[config.mk]
export PLATFORM = sky130hd
export DESIGN_NAME = ttrq_cell
export DESIGN_NICKNAME = d
export VERILOG_FILES = /design/src/rtl/ttrq_pkg.sv /design/src/rtl/ttrq_cell.sv
export SDC_FILE = /design/constraint.sdc
export NUM_CORES = 1
export LEC_CHECK = 0
export ABC_CLOCK_PERIOD_IN_PS = 9000
export BUFFER_PORTS_ARGS = -buffer_cell sky130_fd_sc_hd__buf_2
export CAP_MARGIN = 20
export CORE_MARGIN = 2
export CORE_UTILIZATION = 44
export CTS_CLUSTER_DIAMETER = 30
export DETAILED_ROUTE_END_ITERATION = 7
export GPL_TIMING_DRIVEN = 0
export PLACE_DENSITY = 0.8
export SYNTH_ARGS = -nofsm -noshare
export SYNTH_HDL_FRONTEND = slang
export SYNTH_SLANG_ARGS = --single-unit
[constraint.sdc]
create_clock -name clock -period 9 [get_ports clock]
set_clock_uncertainty 0.15 [all_clocks]
set_input_delay 1.8 -clock clock [delete_from_list [all_inputs] [get_ports clock]]
set_output_delay 1.8 -clock clock [all_outputs]
set_load 0.01 [all_outputs]
[src/rtl/ttrq_pkg.sv]
// ----------------------------------------------------------------------------
// ttrq_pkg
// Shared types and constants of the timed task ready queue: request and
// result codes, controller states and the control groups between modules.
// ----------------------------------------------------------------------------
package ttrq_pkg;

   localparam int unsigned DEF_TABLE_DEPTH = 16;
   localparam int unsigned DEF_TIME_BITS   = 32;
   localparam int unsigned ID_BITS         = 8;

   typedef enum logic {
      OP_ADD  = 1'b0,
      OP_TAKE = 1'b1
   } op_type;

   typedef enum logic [1:0] {
      STAT_ADDED = 2'd0,
      STAT_FULL  = 2'd1,
      STAT_TAKEN = 2'd2,
      STAT_NONE  = 2'd3
   } status_type;

   typedef enum logic [1:0] {
      S_IDLE,
      S_EVAL,
      S_TAKE,
      S_SCAN
   } state_type;

   // commands from the controller to every cell
   typedef struct packed {
      logic eval;
      logic ins;
      logic take_phase;
      logic rm_due;
      logic scan_start;
      logic scan_step;
      logic scan_phase;
      logic rm_scan;
      logic scan_clear;
   } cmd_type;

   // per-cell flags seen by the neighbor and the top level
   typedef struct packed {
      logic vld;
      logic stay;
      logic hit_due;
      logic hit_mar;
      logic tok;
   } flag_type;

   // search status back to the controller
   typedef struct packed {
      logic hit;
      logic scan_end;
   } stat_type;

endpackage

[src/rtl/ttrq_cell.sv]
// ----------------------------------------------------------------------------
// ttrq_cell
// One table slot: holds a task, compares it against the current request and
// shifts toward its neighbors on insert and remove.
// ----------------------------------------------------------------------------
module ttrq_cell import ttrq_pkg::*; #(
   parameter int unsigned TIME_BITS = DEF_TIME_BITS
) (
   input  logic                 clock,
   input  logic                 reset,
   input  cmd_type              cmd,
   input  logic [ID_BITS-1:0]   new_id,
   input  logic [TIME_BITS-1:0] new_due,
   input  logic [TIME_BITS-1:0] new_margin,
   input  logic [TIME_BITS-1:0] cur_now,
   input  flag_type             prev_flag,
   input  logic [ID_BITS-1:0]   prev_id,
   input  logic [TIME_BITS-1:0] prev_due,
   input  logic [TIME_BITS-1:0] prev_margin,
   input  logic                 next_vld,
   input  logic [ID_BITS-1:0]   next_id,
   input  logic [TIME_BITS-1:0] next_due,
   input  logic [TIME_BITS-1:0] next_margin,
   output flag_type             flag,
   output logic [ID_BITS-1:0]   id,
   output logic [TIME_BITS-1:0] due,
   output logic [TIME_BITS-1:0] margin,
   output logic                 pick,
   output logic [ID_BITS-1:0]   pick_id
);

   logic                 vld_ff, vld_in;
   logic [ID_BITS-1:0]   id_ff, id_in;
   logic [TIME_BITS-1:0] due_ff, due_in;
   logic [TIME_BITS-1:0] margin_ff, margin_in;
   logic                 hit_due_ff, hit_due_in;
   logic                 hit_mar_ff, hit_mar_in;
   logic                 tok_ff, tok_in;
   logic                 before_ff, before_in;

   logic                 stay;
   logic                 hit_due_now;
   logic                 hit_mar_now;
   logic [TIME_BITS:0]   mar_sum;
   logic                 first_due;

   assign stay        = vld_ff && (new_due < due_ff);
   assign hit_due_now = vld_ff && (cur_now >= due_ff);
   assign mar_sum     = {1'b0, cur_now} + {1'b0, margin_ff};
   assign hit_mar_now = vld_ff && (mar_sum >= {1'b0, due_ff});
   assign first_due   = hit_due_ff && !prev_flag.hit_due;

   assign pick    = (cmd.take_phase && first_due) ||
                    (cmd.scan_phase && tok_ff && hit_mar_ff);
   assign pick_id = pick ? id_ff : '0;

   assign flag = '{vld: vld_ff, stay: stay, hit_due: hit_due_ff,
                   hit_mar: hit_mar_ff, tok: tok_ff};
   assign id     = id_ff;
   assign due    = due_ff;
   assign margin = margin_ff;

   always_comb begin
      vld_in    = vld_ff;
      id_in     = id_ff;
      due_in    = due_ff;
      margin_in = margin_ff;
      if (cmd.ins && !stay) begin
         if (prev_flag.stay) begin
            vld_in    = 1'b1;
            id_in     = new_id;
            due_in    = new_due;
            margin_in = new_margin;
         end else begin
            vld_in    = prev_flag.vld;
            id_in     = prev_id;
            due_in    = prev_due;
            margin_in = prev_margin;
         end
      end else if ((cmd.rm_due && hit_due_ff) || (cmd.rm_scan && !before_ff)) begin
         vld_in    = next_vld;
         id_in     = next_id;
         due_in    = next_due;
         margin_in = next_margin;
      end
   end

   always_comb begin
      hit_due_in = hit_due_ff;
      hit_mar_in = hit_mar_ff;
      if (cmd.eval) begin
         hit_due_in = hit_due_now;
         hit_mar_in = hit_mar_now;
      end
   end

   // search token walks one cell per cycle while the controller steps the scan
   always_comb begin
      tok_in    = tok_ff;
      before_in = before_ff;
      if (cmd.scan_clear) begin
         tok_in    = 1'b0;
         before_in = 1'b0;
      end else if (cmd.scan_start || cmd.scan_step) begin
         tok_in    = prev_flag.tok;
         before_in = before_ff | tok_ff;
      end
   end

   always_ff @(posedge clock) begin
      if (reset) begin
         vld_ff    <= 1'b0;
         tok_ff    <= 1'b0;
         before_ff <= 1'b0;
      end else begin
         vld_ff    <= vld_in;
         tok_ff    <= tok_in;
         before_ff <= before_in;
      end
   end

   always_ff @(posedge clock) begin
      id_ff      <= id_in;
      due_ff     <= due_in;
      margin_ff  <= margin_in;
      hit_due_ff <= hit_due_in;
      hit_mar_ff <= hit_mar_in;
   end

endmodule

==> results of run 1 <==
## kinds of logic after synthesis
kind of cell / count (synthesis) / share of synthesized area
compound gates: 246 / 0.204
simple gates: 185 / 0.115
fa+ha+maj: 128 / 0.213
flops: 77 / 0.302
buf+inv: 76 / 0.0402
mux: 73 / 0.0966
xor+xnor: 26 / 0.0301
## routing by layer
metal / up-vias / global-route usage
li1: 3754 / -
met1: 3583 / 0.334
met2: 296 / 0.499
met3: 44 / 0.0576
met4: 0 / 0.0932
met5: - / 0
## cell type report
cell class	instances	area (sq um)	share of cell area
timing repair buffer	350	1780	0.180
antenna	4	10.0	0.00101
tap	220	275	0.0278
multi-input combinational	658	4990	0.504
buffer	29	128	0.0129
inverter	47	176	0.0178
clock inverter	7	42.5	0.00429
clock buffer	9	225	0.0227
sequential	77	2280	0.230
## sequential cells by signal, indices dropped and copies added, names as in the netlist
register / cells
vld_ff: 1
tok_ff: 1
hit_mar_ff: 1
id: 8
hit_due_ff: 1
margin: 32
due: 32
before_ff: 1
## cell usage in the layout (no fill, tap or decap), types with 2 or more instances in the layout
master | Yosys | final
o21ai_0 | 25 | 24
buf_4 | 5 | 5
o211ai_2 | 2 | 2
a2111oi_0 | 2 | 2
clkinv_2 | 0 | 4
a21o_1 | 45 | 45
buf_12 | 0 | 2
nand2_1 | 19 | 19
nor2b_1 | 9 | 9
a21oi_1 | 115 | 115
xor2_1 | 7 | 7
clkbuf_16 | 0 | 9
o211ai_1 | 7 | 7
nand2b_1 | 8 | 8
ha_1 | 127 | 127
diode_2 | 0 | 4
xnor2_1 | 19 | 19
and2_1 | 8 | 8
and4_1 | 5 | 5
mux2i_1 | 73 | 73
edfxtp_1 | 74 | 74
nand3_1 | 10 | 10
clkbuf_1 | 24 | 24
nand4_1 | 13 | 13
and3_1 | 6 | 6
buf_2 | 0 | 348
a31oi_1 | 7 | 7
o21bai_1 | 5 | 5
a22oi_1 | 2 | 2
clkinvlp_4 | 0 | 3
nor3_1 | 5 | 5
inv_1 | 47 | 47
dfxtp_1 | 3 | 3
nor2_1 | 96 | 96
a211oi_1 | 9 | 9
o21a_1 | 5 | 5
o21ai_1 | 3 | 3
## path summary, 6_finish.rpt
kind,startpoint,end,slack (ps),cells after the start
hold / removal,before_ff$_SDFFE_PP0P_,before_ff$_SDFFE_PP0P_,320,2
hold reg to reg,before_ff$_SDFFE_PP0P_,before_ff$_SDFFE_PP0P_,320,2
setup reg to reg,margin[0]$_DFFE_PP_,hit_mar_ff$_DFFE_PP_,3570,22
setup / recovery,cur_now[0],hit_mar_ff$_DFFE_PP_,2420,23
## report_power, final
group          leakage, nW  internal [mW]  switching, mW
Combinational         4.26          0.336          0.421
Sequential           0.764          0.457         0.0302
Clock                0.127          0.185          0.158
## worst max-delay path, stage by stage
cell and delay, ps:
buf_2 110, ha_1 230, inv_1 80, fa_1 200, nor2b_1 70, o31a_1 270, o211ai_1 280, a31oi_1 220
o211ai_2 300, o21ai_1 140, o41a_1 420, a31oi_1 280, a31oi_1 140, ha_1 330, nand4_1 140, a21oi_1 80
a211oi_1 230, nor3_1 110, o221a_2 260, o21ai_0 270, a22o_1 230, o211ai_1 110, and3_1 210
## stage by stage
step | TNS [ps] | utilization
3_3_place_gp | -226230 | 0.574
6_report | 0 | 0.593
3_5_place_dp | 0 | 0.577
5_1_grt | 0 | 0.593
4_1_cts | 0 | 0.593
2_1_floorplan | 0 | -
==> reports/qor.log, run 1 <==
INFO  status         outcome=completed
INFO  pwr            p_leak=5.15nW
INFO  pwr            p_total=1.59mW
INFO  place          detailedPlace.worstSlack=2090ps
INFO  grt            grt_pass1_vias=7914
INFO  logic_synthesis share_of_the_synthesized_area_in_the_top_cell_type=0.294
INFO  clocking       tritoncts.num_buffers=9
INFO  route          dr_wl_met2=12800um
INFO  cells_and_area final_net_count=1565
INFO  clocking       post_cts_hold_buffer_count=0
INFO  grt            grt_pass1_wl=39400um
INFO  logic_synthesis synth.area.top_cells=edfxtp_1 29%, ha_1 21%, mux2i_1 9.7%, a21oi_1 7.6%, nor2_1 4.8%
INFO  run            drv_cap=0
INFO  route          vias_per_cell=5.48
INFO  timing         final_min_period_over_clock_period=0.731
INFO  clocking       tritoncts_clock_tree=yes
INFO  clocking       cts-htree-levels=3
INFO  timing         hold_viol=0
INFO  timing         fin_hold_ws=320ps
INFO  clocking       cts.sink_count=77
INFO  place          place_area=0.00963sqmm
INFO  timing         slew_limit_headroom=0.327
INFO  logic_synthesis synth_most_common_cell=ha_1
INFO  floorplanning  rows=47
INFO  logic_synthesis post_synth_inst_count=811
INFO  cells_and_area final-instance-count-excl-fill=1401
INFO  worst_setup_path critPathLaunchType=input port
INFO  clocking       clock_tree.buffer_depth=2
INFO  logic_synthesis synth.cells.most_frequent=127 x ha_1, 115 x a21oi_1, 96 x nor2_1, 74 x edfxtp_1, 73 x mux2i_1
INFO  clocking       post_cts_buffers=0
INFO  logic_synthesis synthDistinctLibCells=57
INFO  logic_synthesis synth-main-ff-cell=edfxtp_1
INFO  route          route.top_layer_used=met4
INFO  worst_setup_path end_kind=register
INFO  logic_synthesis postSynthAreaPerCell=9.33squm
INFO  route          routed_wirelength=25900um
INFO  timing         postLayoutSetupSlackWorst=2420ps
INFO  grt            grt_start_max_net_pins=29
INFO  place          place.detailed.instances=1381
INFO  route          drtPass1Iterations=5
INFO  grt            global_route.overflow_total=0
INFO  place          numPortBuffers=348
INFO  grt            grt_antenna_before_repair=3
INFO  timing         final-max-slew-violation-count=0
INFO  route          detail_route.drc_violations=0
INFO  logic_synthesis netlist_area=0.00757sqmm
INFO  timing         fmax=152MHz
INFO  logic_synthesis yosys_top_cell_by_area=edfxtp_1
INFO  timing         grt_setup_unrepaired=no
INFO  grt            grt_usage=0.279
INFO  route          final_antenna_net_count=0
INFO  route          via_count=7677
INFO  worst_hold_path hold_path_class=register to register
INFO  cells_and_area final_design_area_no_fill=0.00991sqmm
INFO  worst_setup_path critical_setup_path_class=input port to register
INFO  floorplanning  core=0.0167sqmm
INFO  worst_setup_path crit_arrival=6530ps
INFO  place          gp_congestion=0.909
INFO  timing         post-route-min-period=6580ps
INFO  cells_and_area flow.area_growth_from_synthesis=31.0%
INFO  logic_synthesis synth_seq_cells=77
INFO  cells_and_area fillers=1521
INFO  route          drt_iter0_markers=473
INFO  pwr            ir_drop=0.0000884V
INFO  route          wl_per_cell=18.5um
INFO  logic_synthesis ys.warnings.count=0
INFO  logic_synthesis synth_enable_flop_cells=74
INFO  floorplanning  boundaryPins=351
INFO  logic_synthesis synth_seq_area_share=0.302
INFO  pwr            p_per_area=160mW/mm^2
INFO  timing         worst_slew_pin_slew=1010ps
INFO  route          detail_route.wirelength.met1=10600um
INFO  worst_setup_path critPathMaxFanout=4
INFO  clocking       post_cts.resized_instances=0
INFO  logic_synthesis ys_async_sr_fraction=0
INFO  clocking       clock-root-buffer=clkbuf_16
INFO  clocking       clk_pin_slew_worst_paths=60ps
INFO  floorplanning  die_area=0.0183sqmm
INFO  floorplanning  start_util=0.453
INFO  route          met3RoutedLength=1810um
INFO  worst_setup_path cp_data_required_time=8950ps
INFO  cells_and_area fraction_of_final_layout_cells_sized_beyond_drive_strength_1=0.324
INFO  place          dp.final_hpwl=21400um
INFO  floorplanning  die_height=135um
INFO  floorplanning  die-width=135um
INFO  timing         setup_viol_count_final=0
INFO  logic_synthesis mappedNetlistNets=1204
INFO  clocking       clock_latency_late_sink=350ps
Power figures use the tool's default switching activity.
==> inputs of run 2 (changes only) <==
--- a/config.mk
+++ b/config.mk
@@ -5,7 +5,7 @@
 export SDC_FILE = /design/constraint.sdc
 export NUM_CORES = 1
 export LEC_CHECK = 0
-export ABC_CLOCK_PERIOD_IN_PS = 9000
+export ABC_CLOCK_PERIOD_IN_PS = 5500
 export BUFFER_PORTS_ARGS = -buffer_cell sky130_fd_sc_hd__buf_2
 export CAP_MARGIN = 20
 export CORE_MARGIN = 2
==> constraint.sdc (replaced) <==
create_clock -name clock -period 5.5 [get_ports clock]
set_clock_uncertainty 0.15 [all_clocks]
set_input_delay 1.1 -clock clock [delete_from_list [all_inputs] [get_ports clock]]
set_output_delay 1.1 -clock clock [all_outputs]
set_load 0.01 [all_outputs]
==> run 2 against run 1 <==
Via count rose by 1.5%. Clock power rose by 65%. Critical path depth rose by 1. Clock-buffer cell count rose by 1. Utilization rose by 1.3 points. First-iteration DRC count fell by 11%. Design area rose by 2.2%.
==> reports/qor.log, run 2 (same netlist as run 1, synthesis figures left out) <==
INFO  status         outcome=completed
INFO  route          via_count=7794 [+1.5%]
INFO  cells_and_area final-seq-area=0.00228sqmm [unchanged]
INFO  worst_setup_path critPathLaunchType=input port
INFO  cells_and_area final_util=0.607 [+0.0132]
INFO  worst_setup_path regToRegSetupSlack=550ps [-3020 ps]
INFO  place          numPortBuffers=348 [unchanged]
INFO  worst_setup_path r2r_start=margin[0]$_DFFE_PP_
INFO  place          detailedPlace.worstSlack=-744ps [-2830 ps]
INFO  cells_and_area fillers=1505 [-1.1%]
INFO  route          drt_iter0_markers=420 [-11%]
INFO  floorplanning  die_height=135um [unchanged]
INFO  worst_setup_path reg2reg_to=hit_mar_ff$_DFFE_PP_
INFO  worst_setup_path critical_setup_path_class=input port to register
INFO  route          final_antenna_net_count=0 [unchanged]
INFO  timing         postLayoutSetupSlackWorst=137ps [-2280 ps]
INFO  pwr            clockPowerShare=0.211 [-0.005]
INFO  route          route.top_layer_used=met4
INFO  timing         setup_viol_count_final=0 [unchanged]
INFO  cells_and_area fraction_of_final_layout_cells_sized_beyond_drive_strength_1=0.344 [+0.0200]
INFO  pwr            p_total=2.68mW [+69%]
INFO  worst_setup_path slowest_stage=o41a_1
INFO  grt            grt_start_max_net_pins=30 [+3.4%]
INFO  worst_setup_path worst_path_largest_cell_delay=420ps [about the same]
INFO  cells_and_area layout.cells.most_common=buf_2
INFO  grt            grt_pass1_vias=7688 [-2.9%]
INFO  place          gp_congestion=0.888 [-2.2%]
INFO  clocking       clock-root-buffer=clkbuf_16
INFO  worst_setup_path crit_buf_inv=3 [+1]
INFO  worst_hold_path hold_path_class=register to register
INFO  clocking       tritoncts_clock_tree=yes
INFO  clocking       clock_latency_late_sink=350ps [about the same]
INFO  route          dr_wl_met2=13100um [+2.6%]
INFO  pwr            p_leak=5.22nW [+1.4%]
INFO  clocking       clock_tree.buffer_depth=2 [unchanged]
INFO  timing         hold_viol=0 [unchanged]
INFO  worst_hold_path min_path_cells=2 [unchanged]
INFO  cells_and_area final_cell_mix=348 x buf_2, 124 x ha_1, 113 x a21oi_1
INFO  worst_hold_path min_to=before_ff$_SDFFE_PP0P_
INFO  timing         final-max-slew-violation-count=0 [unchanged]
INFO  floorplanning  start_util=0.453 [unchanged]
INFO  worst_hold_path origin_of_the_worst_min_delay_path=before_ff$_SDFFE_PP0P_
INFO  run            drv_cap=0 [unchanged]
INFO  worst_setup_path crit_arrival=5310ps [-1220 ps]
INFO  worst_setup_path reg2reg_depth=23 [+4.5%]
INFO  timing         setup_total_negative_slack=0ps [unchanged]
INFO  clocking       post_cts_hold_buffer_count=0 [unchanged]
INFO  pwr            int_pwr=1.64mW [+68%]
INFO  worst_setup_path cp_data_required_time=5450ps [-3500 ps]
INFO  worst_setup_path cell_by_cell_listing_of_the_critical_path=buf_2, ha_4, inv_2, fa_2, nor2b_2, o31a_1, o211ai_1, buf_4, a31oi_4, o211ai_4, o21ai_2, o41a_1, a31oi_2, a31oi_1, ha_1, nand4_1, a21oi_2, a211oi_2, nor3_2, o221a_2, o21ai_2, a22o_1, o211ai_1, and3_1
INFO  route          met3RoutedLength=1820um [+0.61%]
INFO  timing         fin_hold_ws=323ps [+3.64 ps]
INFO  floorplanning  die_area=0.0183sqmm [unchanged]
INFO  timing         slew_limit_headroom=0.326 [-0.00115]
INFO  cells_and_area multiInputGateArea=0.00512sqmm [+2.7%]
INFO  grt            global_route.overflow_total=0 [unchanged]
INFO  worst_setup_path end_kind=register
INFO  place          place.detailed.instances=1382 [+0.072%]
INFO  floorplanning  rows=47 [unchanged]
INFO  cells_and_area final_design_area_no_fill=0.0101sqmm [+2.2%]
INFO  grt            grt_antenna_before_repair=1 [-2]
INFO  route          wl_per_cell=18.6um [+0.95%]
INFO  cells_and_area final_net_count=1575 [+0.64%]
INFO  timing         worst_slew_pin_slew=1010ps [+1.73 ps]
INFO  timing         final_min_period_over_clock_period=0.975
INFO  pwr            p_per_area=264mW/mm^2 [+65%]
INFO  pwr            power.switching=1.04mW [+71%]
INFO  clocking       tritoncts.num_buffers=9 [unchanged]
INFO  route          drtPass1Iterations=5 [unchanged]
INFO  clocking       clk_pin_slew_worst_paths=60ps [about the same]
INFO  grt            grt_usage=0.280 [+0.000593]
INFO  clocking       cts-htree-levels=3 [unchanged]
INFO  cells_and_area flow.area_growth_from_synthesis=33.9%
INFO  timing         fmax=186MHz
INFO  cells_and_area final-instance-count-excl-fill=1408 [+0.50%]
INFO  pwr            share_seq_of_total_power=0.298 [-0.009]
INFO  worst_setup_path critical_path.top_delay_family=compound AO/OA/AOI/OAI gates
INFO  route          routed_wirelength=26200um [+1.5%]
INFO  place          place_area=0.00966sqmm [+0.29%]
INFO  route          vias_per_cell=5.54 [+1.0%]
INFO  pwr            power_frac_comb=0.490 [+0.013]
INFO  timing         post-route-min-period=5360ps
INFO  pwr            ir_drop=0.000154V [+74%]
INFO  grt            grt_pass1_wl=39400um [about the same]
INFO  clocking       cts.sink_count=77 [unchanged]
INFO  route          detail_route.wirelength.met1=10800um [+2.2%]
INFO  route          detail_route.drc_violations=0 [unchanged]
INFO  place          dp.final_hpwl=21200um [-0.73%]
INFO  worst_setup_path critPathMaxFanout=4 [unchanged]
INFO  floorplanning  boundaryPins=351 [unchanged]
INFO  floorplanning  core=0.0167sqmm [unchanged]
INFO  pwr            sw_frac_of_total=0.387 [+0.00381]
INFO  floorplanning  die-width=135um [unchanged]
run 2: area by class of cell:
type	instances	share of cell area
inverters	47	0.0174
well taps	220	0.0272
multi-input cells	658	0.506
diodes	1	0.000247
clock buffers	10	0.0226
plain buffers	29	0.0126
repair buffers	360	0.185
flip-flops and latches	77	0.225
clock inverters	6	0.00383
run 2: worst max path at each step:
stage                      endpoint        start  depth (start not counted)  slack (ps)
3_5_place_dp   hit_mar_ff$_DFFE_PP_   cur_now[0]                         23        -740
4_1_cts        hit_mar_ff$_DFFE_PP_   cur_now[0]                         24          20
2_1_floorplan  hit_mar_ff$_DFFE_PP_   cur_now[0]                         22         370
3_3_place_gp   margin[24]$_DFFE_PP_  new_due[27]                          6        -840
6_report       hit_mar_ff$_DFFE_PP_   cur_now[0]                         24         140
5_1_grt        hit_mar_ff$_DFFE_PP_   cur_now[0]                         24         -40
run 2: routing by layer:
layer  up-vias  GRT usage
met4         0     0.0822
met5         -          0
li1       3767          -
met2       329      0.501
met1      3649      0.342
met3        49     0.0516
run 2: worst register-to-register path, cell delays in order, from the launching register on:
cell      delay (ps)
edfxtp_1         430
ha_4             200
inv_2             60
fa_2             220
nor2b_2           50
o31a_1           320
o211ai_1         190
buf_4            180
a31oi_4          110
o211ai_4         280
o21ai_2          100
o41a_1           420
a31oi_2          230
a31oi_1          130
ha_1             320
nand4_1          120
a21oi_2           70
a211oi_2         160
nor3_2            70
o221a_2          250
o21ai_2          160
a22o_1           180
o211ai_1         100
and3_1           200
run 2: power groups by stage:
stage          Combinational [mW]  Sequential [mW]  Clock, mW
2_1_floorplan               0.766            0.837          0
3_3_place_gp                 1.19            0.813          0
3_5_place_dp                 1.23            0.810          0
4_1_cts                      1.26            0.798      0.575
5_1_grt                      1.47            0.808      0.592
6_report                     1.31            0.799      0.566
run 2: what timing repair did:
item / 4_1_cts / 5_1_grt
pin swaps: 6 / 20
setup endpoints to repair: 1 / 1
setup buffers: 1 / 8
gates resized for setup: 8 / 18
